File: src/rtl/esc_pkg.sv
// Shared types and constants for the expression syntax checker.
// No dependencies; the decoder, the core, the top and the bench import this package.
`timescale 1ns / 1ps

package esc_pkg;

	// Sizing
	localparam int MAX_DEPTH  = 255;
	localparam int INDEX_BITS = 16;
	localparam int DEPTH_BITS = $clog2(MAX_DEPTH + 1);
	localparam int POS_BITS   = 16;
	localparam int WIDE_BITS  = (INDEX_BITS > POS_BITS) ? INDEX_BITS : POS_BITS;
	localparam logic [POS_BITS-1:0] POS_MAX = {POS_BITS{1'b1}};

	// Request kinds
	localparam logic KIND_CHAR = 1'b0;
	localparam logic KIND_END  = 1'b1;

	// ASCII codes of interest
	localparam logic [7:0] ASC_OPEN  = 8'h28; // (
	localparam logic [7:0] ASC_CLOSE = 8'h29; // )
	localparam logic [7:0] ASC_DOT   = 8'h2E; // .
	localparam logic [7:0] ASC_PLUS  = 8'h2B; // +
	localparam logic [7:0] ASC_MINUS = 8'h2D; // -
	localparam logic [7:0] ASC_STAR  = 8'h2A; // *
	localparam logic [7:0] ASC_SLASH = 8'h2F; // /
	localparam logic [7:0] ASC_ZERO  = 8'h30;
	localparam logic [7:0] ASC_NINE  = 8'h39;
	localparam logic [7:0] ASC_TAB   = 8'h09;
	localparam logic [7:0] ASC_CR    = 8'h0D;
	localparam logic [7:0] ASC_SPACE = 8'h20;

	// Class of a single input character
	typedef enum logic [2:0] {
		CH_SPACE,
		CH_DIGIT,
		CH_DOT,
		CH_OPEN,
		CH_CLOSE,
		CH_OPER,
		CH_OTHER
	} char_class_t;

	// Class of the last token
	typedef enum logic [1:0] {
		CLS_START = 2'd0,
		CLS_NUM   = 2'd1,
		CLS_PAR   = 2'd2,
		CLS_OPR   = 2'd3
	} token_class_t;

	// Decoded request as held in the input register
	typedef struct packed {
		logic        kind;
		char_class_t cls;
	} esc_item_t;

endpackage

File: src/rtl/esc_if.sv
// Handshake channels of the expression syntax checker: character requests in,
// verdicts out. Depends on nothing.
`timescale 1ns / 1ps

interface esc_in_if;
	logic       valid;
	logic       ready;
	logic       kind;
	logic [7:0] char_code;

	modport source (output valid, kind, char_code, input ready);
	modport sink   (input valid, kind, char_code, output ready);
endinterface

interface esc_out_if;
	logic        valid;
	logic        ready;
	logic        syntax_ok;
	logic [15:0] error_position;

	modport source (output valid, syntax_ok, error_position, input ready);
	modport sink   (input valid, syntax_ok, error_position, output ready);
endinterface

File: src/rtl/expression_syntax_checker_top.sv
// Top level of the expression syntax checker.
// Depends on esc_pkg, esc_if, esc_decode and esc_core.
`timescale 1ns / 1ps

// Streams an arithmetic expression one character request at a time and returns
// one verdict per expression, on the end request: syntax_ok, or the index among
// non-space characters where the first error sits (saturating at 65535). One
// request is taken every clock cycle unless an end request waits in the input
// register; a character updates the token state in the cycle after it is taken;
// an end request passes the input register, then the output register. The
// single-entry output register stalls end requests only while an earlier
// verdict waits; characters wait behind them. An end request resets the checker.

module expression_syntax_checker_top import esc_pkg::*; (
	input  logic      clk,
	input  logic      arst_n,
	esc_in_if.sink    in_ch,
	esc_out_if.source out_ch
);

	char_class_t cls;
	esc_item_t   item;

	// Classify the character before it is registered
	esc_decode u_decode (
		.char_code (in_ch.char_code),
		.cls       (cls)
	);

	assign item.kind = in_ch.kind;
	assign item.cls  = cls;

	esc_core u_core (
		.clk       (clk),
		.arst_n    (arst_n),
		.req_valid (in_ch.valid),
		.req_ready (in_ch.ready),
		.req_item  (item),
		.res       (out_ch)
	);

endmodule

File: src/rtl/esc_decode.sv
// Character classifier: maps an ASCII byte onto the checker's character class.
// Depends on esc_pkg.
`timescale 1ns / 1ps

module esc_decode import esc_pkg::*; (
	input  logic [7:0]  char_code,
	output char_class_t cls
);

	// Whitespace is tab through carriage return, plus space
	always_comb begin
		if (char_code == ASC_SPACE || (char_code >= ASC_TAB && char_code <= ASC_CR)) begin
			cls = CH_SPACE;
		end else if (char_code >= ASC_ZERO && char_code <= ASC_NINE) begin
			cls = CH_DIGIT;
		end else if (char_code == ASC_DOT) begin
			cls = CH_DOT;
		end else if (char_code == ASC_OPEN) begin
			cls = CH_OPEN;
		end else if (char_code == ASC_CLOSE) begin
			cls = CH_CLOSE;
		end else if (char_code == ASC_PLUS || char_code == ASC_MINUS ||
				char_code == ASC_STAR || char_code == ASC_SLASH) begin
			cls = CH_OPER;
		end else begin
			cls = CH_OTHER;
		end
	end

endmodule

File: src/rtl/esc_core.sv
// Checker core: input register, token state update and output register.
// Depends on esc_pkg and esc_out_if.
`timescale 1ns / 1ps

module esc_core import esc_pkg::*; (
	input  logic       clk,
	input  logic       arst_n,
	input  logic       req_valid,
	output logic       req_ready,
	input  esc_item_t  req_item,
	esc_out_if.source  res
);

	// Input register
	logic      valid_s1;
	esc_item_t item_s1;
	logic      adv_s1;

	// Checker state
	token_class_t          cls_q, cls_n;
	logic [DEPTH_BITS-1:0] depth_q, depth_n;
	logic                  in_num_q, in_num_n;
	logic [1:0]            dots_q, dots_n;
	logic                  last_dot_q, last_dot_n;
	logic [INDEX_BITS-1:0] num_last_q, num_last_n;
	logic                  err_q, err_n;
	logic [INDEX_BITS-1:0] index_q, index_n;
	logic [INDEX_BITS-1:0] stop_q, stop_n;

	// Verdict for an end request
	logic                  fin_err;
	logic [INDEX_BITS-1:0] fin_stop;
	logic [WIDE_BITS-1:0]  fin_wide;
	logic [POS_BITS-1:0]   fin_pos;

	// Output register
	logic                  out_valid_q;
	logic                  ok_q;
	logic [POS_BITS-1:0]   pos_q;

	logic num_bad;
	logic index_full;

	// Only an end request waits on output: while a verdict sits there unread
	assign adv_s1    = valid_s1 && (item_s1.kind == KIND_CHAR || !out_valid_q || res.ready);
	assign req_ready = !valid_s1 || adv_s1;

	assign num_bad    = (dots_q > 2'd1) || last_dot_q;
	assign index_full = (index_q == {INDEX_BITS{1'b1}});

	// Next state of the checker
	always_comb begin
		cls_n      = cls_q;
		depth_n    = depth_q;
		in_num_n   = in_num_q;
		dots_n     = dots_q;
		last_dot_n = last_dot_q;
		num_last_n = num_last_q;
		err_n      = err_q;
		index_n    = index_q;
		stop_n     = stop_q;
		fin_err    = err_q;
		fin_stop   = stop_q;

		if (item_s1.kind == KIND_END) begin
			// pending number first, then open depth or trailing operator
			if (!err_q && in_num_q && num_bad) begin
				fin_err  = 1'b1;
				fin_stop = num_last_q;
			end else if (!err_q && (depth_q != '0 || cls_q == CLS_OPR)) begin
				fin_err  = 1'b1;
				fin_stop = index_q;
			end
			cls_n      = CLS_START;
			depth_n    = '0;
			in_num_n   = 1'b0;
			dots_n     = 2'd0;
			last_dot_n = 1'b0;
			num_last_n = '0;
			err_n      = 1'b0;
			index_n    = '0;
			stop_n     = '0;
		end else if (!err_q && item_s1.cls != CH_SPACE) begin
			if (in_num_q && (item_s1.cls == CH_DIGIT || item_s1.cls == CH_DOT)) begin
				// number goes on
				if (item_s1.cls == CH_DOT) begin
					if (dots_q != 2'd3) begin
						dots_n = dots_q + 2'd1;
					end
					last_dot_n = 1'b1;
				end else begin
					last_dot_n = 1'b0;
				end
				num_last_n = index_q;
				if (!index_full) begin
					index_n = index_q + 1'b1;
				end
			end else if (in_num_q && num_bad) begin
				// number ended badly: report at its last character
				in_num_n = 1'b0;
				err_n    = 1'b1;
				stop_n   = num_last_q;
			end else begin
				in_num_n = 1'b0;
				unique case (item_s1.cls)
					CH_OPEN: begin
						if (cls_q == CLS_NUM || depth_q >= DEPTH_BITS'(MAX_DEPTH)) begin
							err_n  = 1'b1;
							stop_n = index_q;
						end else begin
							cls_n   = CLS_PAR;
							depth_n = depth_q + 1'b1;
						end
					end
					CH_CLOSE: begin
						if (depth_q == '0 || cls_q == CLS_PAR) begin
							err_n  = 1'b1;
							stop_n = index_q;
						end else begin
							depth_n = depth_q - 1'b1;
						end
					end
					CH_DIGIT: begin
						cls_n      = CLS_NUM;
						in_num_n   = 1'b1;
						dots_n     = 2'd0;
						last_dot_n = 1'b0;
						num_last_n = index_q;
					end
					CH_OPER: begin
						if (cls_q == CLS_OPR || cls_q == CLS_START) begin
							err_n  = 1'b1;
							stop_n = index_q;
						end else begin
							cls_n = CLS_OPR;
						end
					end
					default: begin
						// stray dot or unknown character
						err_n  = 1'b1;
						stop_n = index_q;
					end
				endcase
				if (!err_n && !index_full) begin
					index_n = index_q + 1'b1;
				end
			end
		end
	end

	// Clamp the reported position to the output width
	always_comb begin
		fin_wide = WIDE_BITS'(fin_stop);
		if (fin_wide > WIDE_BITS'(POS_MAX)) begin
			fin_pos = POS_MAX;
		end else begin
			fin_pos = fin_wide[POS_BITS-1:0];
		end
	end

	// Input register
	always_ff @(posedge clk or negedge arst_n) begin
		if (!arst_n) begin
			valid_s1 <= 1'b0;
		end else if (req_ready) begin
			valid_s1 <= req_valid;
		end
	end

	always_ff @(posedge clk) begin
		if (req_ready && req_valid) begin
			item_s1 <= req_item;
		end
	end

	// Checker state
	always_ff @(posedge clk or negedge arst_n) begin
		if (!arst_n) begin
			cls_q      <= CLS_START;
			depth_q    <= '0;
			in_num_q   <= 1'b0;
			dots_q     <= 2'd0;
			last_dot_q <= 1'b0;
			num_last_q <= '0;
			err_q      <= 1'b0;
			index_q    <= '0;
			stop_q     <= '0;
		end else if (adv_s1) begin
			cls_q      <= cls_n;
			depth_q    <= depth_n;
			in_num_q   <= in_num_n;
			dots_q     <= dots_n;
			last_dot_q <= last_dot_n;
			num_last_q <= num_last_n;
			err_q      <= err_n;
			index_q    <= index_n;
			stop_q     <= stop_n;
		end
	end

	// Output register
	always_ff @(posedge clk or negedge arst_n) begin
		if (!arst_n) begin
			out_valid_q <= 1'b0;
		end else if (adv_s1 && item_s1.kind == KIND_END) begin
			out_valid_q <= 1'b1;
		end else if (res.ready) begin
			out_valid_q <= 1'b0;
		end
	end

	always_ff @(posedge clk) begin
		if (adv_s1 && item_s1.kind == KIND_END) begin
			ok_q  <= !fin_err;
			pos_q <= fin_err ? fin_pos : '0;
		end
	end

	assign res.valid          = out_valid_q;
	assign res.syntax_ok      = ok_q;
	assign res.error_position = pos_q;

endmodule

File: src/flat_wrapper.sv
// flat-port wrapper written by rule: the top's interface ports become plain ports
module expression_syntax_checker_top_flat import esc_pkg::*;
  (clk, arst_n, in_ch_valid, in_ch_kind, in_ch_char_code, in_ch_ready, out_ch_valid, out_ch_syntax_ok, out_ch_error_position, out_ch_ready);
  esc_in_if in_ch_i ();
  esc_out_if out_ch_i ();
  input  logic clk;
  input  logic arst_n;
  input wire logic [$bits(in_ch_i.valid)-1:0] in_ch_valid;
  input wire logic [$bits(in_ch_i.kind)-1:0] in_ch_kind;
  input wire logic [$bits(in_ch_i.char_code)-1:0] in_ch_char_code;
  output wire logic [$bits(in_ch_i.ready)-1:0] in_ch_ready;
  output wire logic [$bits(out_ch_i.valid)-1:0] out_ch_valid;
  output wire logic [$bits(out_ch_i.syntax_ok)-1:0] out_ch_syntax_ok;
  output wire logic [$bits(out_ch_i.error_position)-1:0] out_ch_error_position;
  input wire logic [$bits(out_ch_i.ready)-1:0] out_ch_ready;
  assign in_ch_i.valid = in_ch_valid;
  assign in_ch_i.kind = in_ch_kind;
  assign in_ch_i.char_code = in_ch_char_code;
  assign in_ch_ready = in_ch_i.ready;
  assign out_ch_valid = out_ch_i.valid;
  assign out_ch_syntax_ok = out_ch_i.syntax_ok;
  assign out_ch_error_position = out_ch_i.error_position;
  assign out_ch_i.ready = out_ch_ready;
  expression_syntax_checker_top u_core (.clk(clk), .arst_n(arst_n), .in_ch(in_ch_i), .out_ch(out_ch_i));
endmodule
File: config.mk
export PLATFORM = sky130hd
export DESIGN_NAME = expression_syntax_checker_top_flat
export DESIGN_NICKNAME = d
export VERILOG_FILES = /design/src/rtl/esc_pkg.sv /design/src/rtl/esc_if.sv /design/src/rtl/expression_syntax_checker_top.sv /design/src/rtl/esc_decode.sv /design/src/rtl/esc_core.sv /design/src/flat_wrapper.sv
export SDC_FILE = /design/constraint.sdc
export NUM_CORES = 1
export LEC_CHECK = 0
export BUFFER_PORTS_ARGS = -buffer_cell sky130_fd_sc_hd__buf_4
export CORE_MARGIN = 4
export CORE_UTILIZATION = 45
export CTS_CLUSTER_DIAMETER = 80
export DETAILED_ROUTE_END_ITERATION = 16
export GPL_TIMING_DRIVEN = 0
export PLACE_DENSITY = 0.76
export SYNTH_ARGS = -nofsm -noshare
export SYNTH_HDL_FRONTEND = slang
export SYNTH_SLANG_ARGS = --single-unit
File: constraint.sdc
create_clock -name clk -period 3.2 [get_ports clk]
set_clock_uncertainty 0.2 [all_clocks]
set_input_delay 0.64 -clock clk [delete_from_list [all_inputs] [get_ports clk]]
set_output_delay 0.64 -clock clk [all_outputs]
set_load 0.005 [all_outputs]
==> results.md <==
* Avg WL per Cell at 14.02 um
* Core Util, Final at 0.5287
* Post-synth ARST share at 0.7558
* Root Driver: clkbuf_8
* Hold WS at 0.1594 ns
* Top post-synthesis cells by area: dfrtp_1 (36%), edfxtp_1 (14%), nand2_1 (7.2%), a21oi_1 (5.1%), mux2i_1 (3.5%)
* Pin slew with the least headroom to its limit at 1.320 ns
* Tmin final at 2.966 ns
* Slowest stage delay, CP at 0.47 ns
* Critical path class: reg -> reg
* CTS tree: built
* Placeable Area at 9819 um2
* Share of cells above drive strength 1 at 0.1066
* Worst Setup End Kind: flop
* Worst-Skew Late Latency at 0.37 ns
* Netlist Area Pre-Place at 4568 um2
* Reg-to-reg setup timing slack at 0.23 ns
* Syn_nets at 523
* Die W at 108.8 um
* First-pass GRT wire length at 16.73 mm
* Largest net degree at the start of global routing at 66
* RSZ-0062 raised after global routing: false
* Cells after synthesis at 497
* Synth Warn # at 0
* Gr ovfl total at 0
* # diodes at 0
* Post-synth top area cell: dfrtp_1
* Drt via density at 5.473
* Input/output buffers at 31
* Syn Area/Cell at 9.191 um2
* PD cells at 510.6 nW/um2
* Number of core rows at 36
* Final nets at 565
* Fin. max-slew vios at 0
* Setup violators final at 0
* Number of flops mapped to enable cells by yosys at 21
* Top-Level Pins at 32
* Vias after detailed routing at 3705
* Main synth FF type: dfrtp_1
* Total die area at 11830 um2
* Clk slew on worst S/H paths at 0.08 ns
* Cell Area, Placed at 4967 um2
* Most numerous cell in the Yosys netlist: nand2_1
* Clock buffer depth at 2
* First-pass DRT Iterations at 5
* HP Class: in -> async
* Clock Sink Count at 86
* Post-synth top area share at 0.3561
* CP Max Fanout at 10
* Max frequency at 0.3372 GHz
* Slowest-stage cell, CP: edfxtp_1
* Post-DRT Antenna Nets at 0
* CTS Buf Count at 9
* CP Cell Sequence: buf_2 > nor3_4 > ha_1 > a21o_1 > a211oi_1 > nor2_1 > o41ai_1 > xor2_1 > nor4_1 > a221o_1
* Worst path required time at 3.26 ns
* Pleak at 0.002186 uW
* Post-synth cell types at 50
* Number of remaining DRC errors at 0
* Critical R2R Launch: u_core.u_core.item_s1[0]
* Vias in the first global route at 3578
* Post-CTS Hold Fix Bufs at 0
* Initial DRC count at 209
* Final wirelength at 9.491 mm
* R2r endpoint: u_core.u_core.depth_q[7]
* Die Span Y at 108.8 um
* Deepest level of the CTS H-tree at 3
* Design area at 5191 um2
* Rel. slew slack at 0.1198
* Status: finished clean
* Total global-route track usage at 0.1784
* Area growth syn-to-layout at 13.64%
* Max cap viols at 0
* Yosys reg bits at 86
* DP HPWL at 6.890 mm
* RePlAce Congestion at 0.8515
* Antenna violations before repair at 0
* Starting Density at 0.4652
* Total power at 2651 uW
* Critical path startpoint category: flop
* Maximum vdd drop at 0.2122 mV
* Top cell types by occurrence after synthesis: nand2_1 (88), dfrtp_1 (65), a21oi_1 (47)
* Reg2reg path depth at 10
* Post-route clock period utilization at 0.9268
* Register area share after synthesis at 0.4941
* WP data arrival at 3.02 ns
* Final Hold Fails at 0
final cells by class:
| class | instances | area, um2 |
|---|---|---|
| plain buffers | 29 | 127.6 |
| clock buffers | 10 | 137.6 |
| clock inverters | 6 | 67.56 |
| fillers | 923 | 4628 |
| inverters | 11 | 41.29 |
| multi-input cells | 369 | 2146 |
| flip-flops and latches | 86 | 2257 |
| well taps | 133 | 166.4 |
| repair buffers | 33 | 247.7 |
sequential cells by signal (all words and copies together), names as in the netlist:
signal and count:
u_core.u_core.index_q 16, u_core.u_core.num_last_q 16, u_core.u_core.res.error_position 16, u_core.u_core.stop_q 16, u_core.u_core.depth_q 8, u_core.u_core.item_s1 4
u_core.u_core.cls_q 2, u_core.u_core.dots_q 2, u_core.u_core.err_q 1, u_core.u_core.in_num_q 1, u_core.u_core.last_dot_q 1, u_core.u_core.res.syntax_ok 1
u_core.u_core.res.valid 1, u_core.u_core.valid_s1 1
kinds of logic (layout without fill, tap and decap cells):
| logic type | Yosys count | after routing | synth area share |
|---|---|---|---|
| DFF | 86 | 86 | 0.4941 |
| muxes | 16 | 16 | 0.03506 |
| buffers and inverters | 42 | 89 | 0.03862 |
| and+or+nand+nor | 198 | 198 | 0.2021 |
| adders and majority gates | 13 | 13 | 0.03725 |
| xor gates and xnor gates | 20 | 20 | 0.03835 |
| AOI/OAI and AO/OA | 122 | 122 | 0.1545 |
cell usage in the layout (no fill, tap or decap), types with 12 or more instances in the layout:
cell type and n:
xnor2_1 14, edfxtp_1 21, a21oi_1 47, nand2_1 88, buf_4 33, nor2_1 28, ha_1 12, clkbuf_1 21
dfrtp_1 65, o21ai_0 29, o22ai_1 16, nand3_1 23, mux2i_1 16, nor3_1 13
how the worst max path moves through the flow:
stage | from | end | slack (ns)
5_1_grt | u_core.u_core.item_s1[0] | u_core.u_core.depth_q[7] | 0.08
2_1_floorplan | u_core.u_core.item_s1[0] | u_core.u_core.depth_q[7] | 0.004
3_5_place_dp | u_core.u_core.item_s1[0] | u_core.u_core.depth_q[7] | -0.48
4_1_cts | u_core.u_core.item_s1[0] | u_core.u_core.depth_q[7] | 0.06
6_report | u_core.u_core.item_s1[0] | u_core.u_core.depth_q[7] | 0.23
3_3_place_gp | u_core.u_core.item_s1[0] | u_core.u_core.depth_q[7] | -0.40
timing repair:
action / 4_1_cts / 5_1_grt
buffers inserted: 0 / 2
resized for setup: 2 / 0
setup endpoints to repair: 2 / 22
pin swaps: 0 / 1
metal layers:
metal	up-vias	wire, um	GRT usage	part of all wire
met5	-	0	0	0
met4	0	159	0.06943	0.017
met3	11	454	0.03020	0.048
met2	81	4327	0.2816	0.46
met1	1760	4549	0.2466	0.48
li1	1853	-	-	-
metrics by stage:
| step | setup WS [ns] | std cells | setup TNS [ns] |
|---|---|---|---|
| 2_1_floorplan | 0.003780 | 497 | 0 |
| 3_3_place_gp | -0.4007 | 661 | -0.4007 |
| 3_5_place_dp | -0.4825 | 661 | -0.5265 |
| 4_1_cts | 0.06116 | 677 | 0 |
| 5_1_grt | 0.07534 | 677 | 0 |
| 6_report | 0.2342 | 677 | 0 |
where the power goes:
group,switching [uW],internal [uW]
clock,403,386
sequential,77.8,1220
combinational,347,218
critical path: cells and delay by family (launching register included):
kind                     cells  cell delay, ns
adder cells (fa/ha/maj)      1            0.28
buffers and inverters        1            0.23
AO/OA/AOI/OAI                4            1.03
AND/OR/NAND/NOR              3            0.43
XOR/XNOR                     1            0.23
flip-flops                   1            0.47
Power figures use the tool's default switching activity.
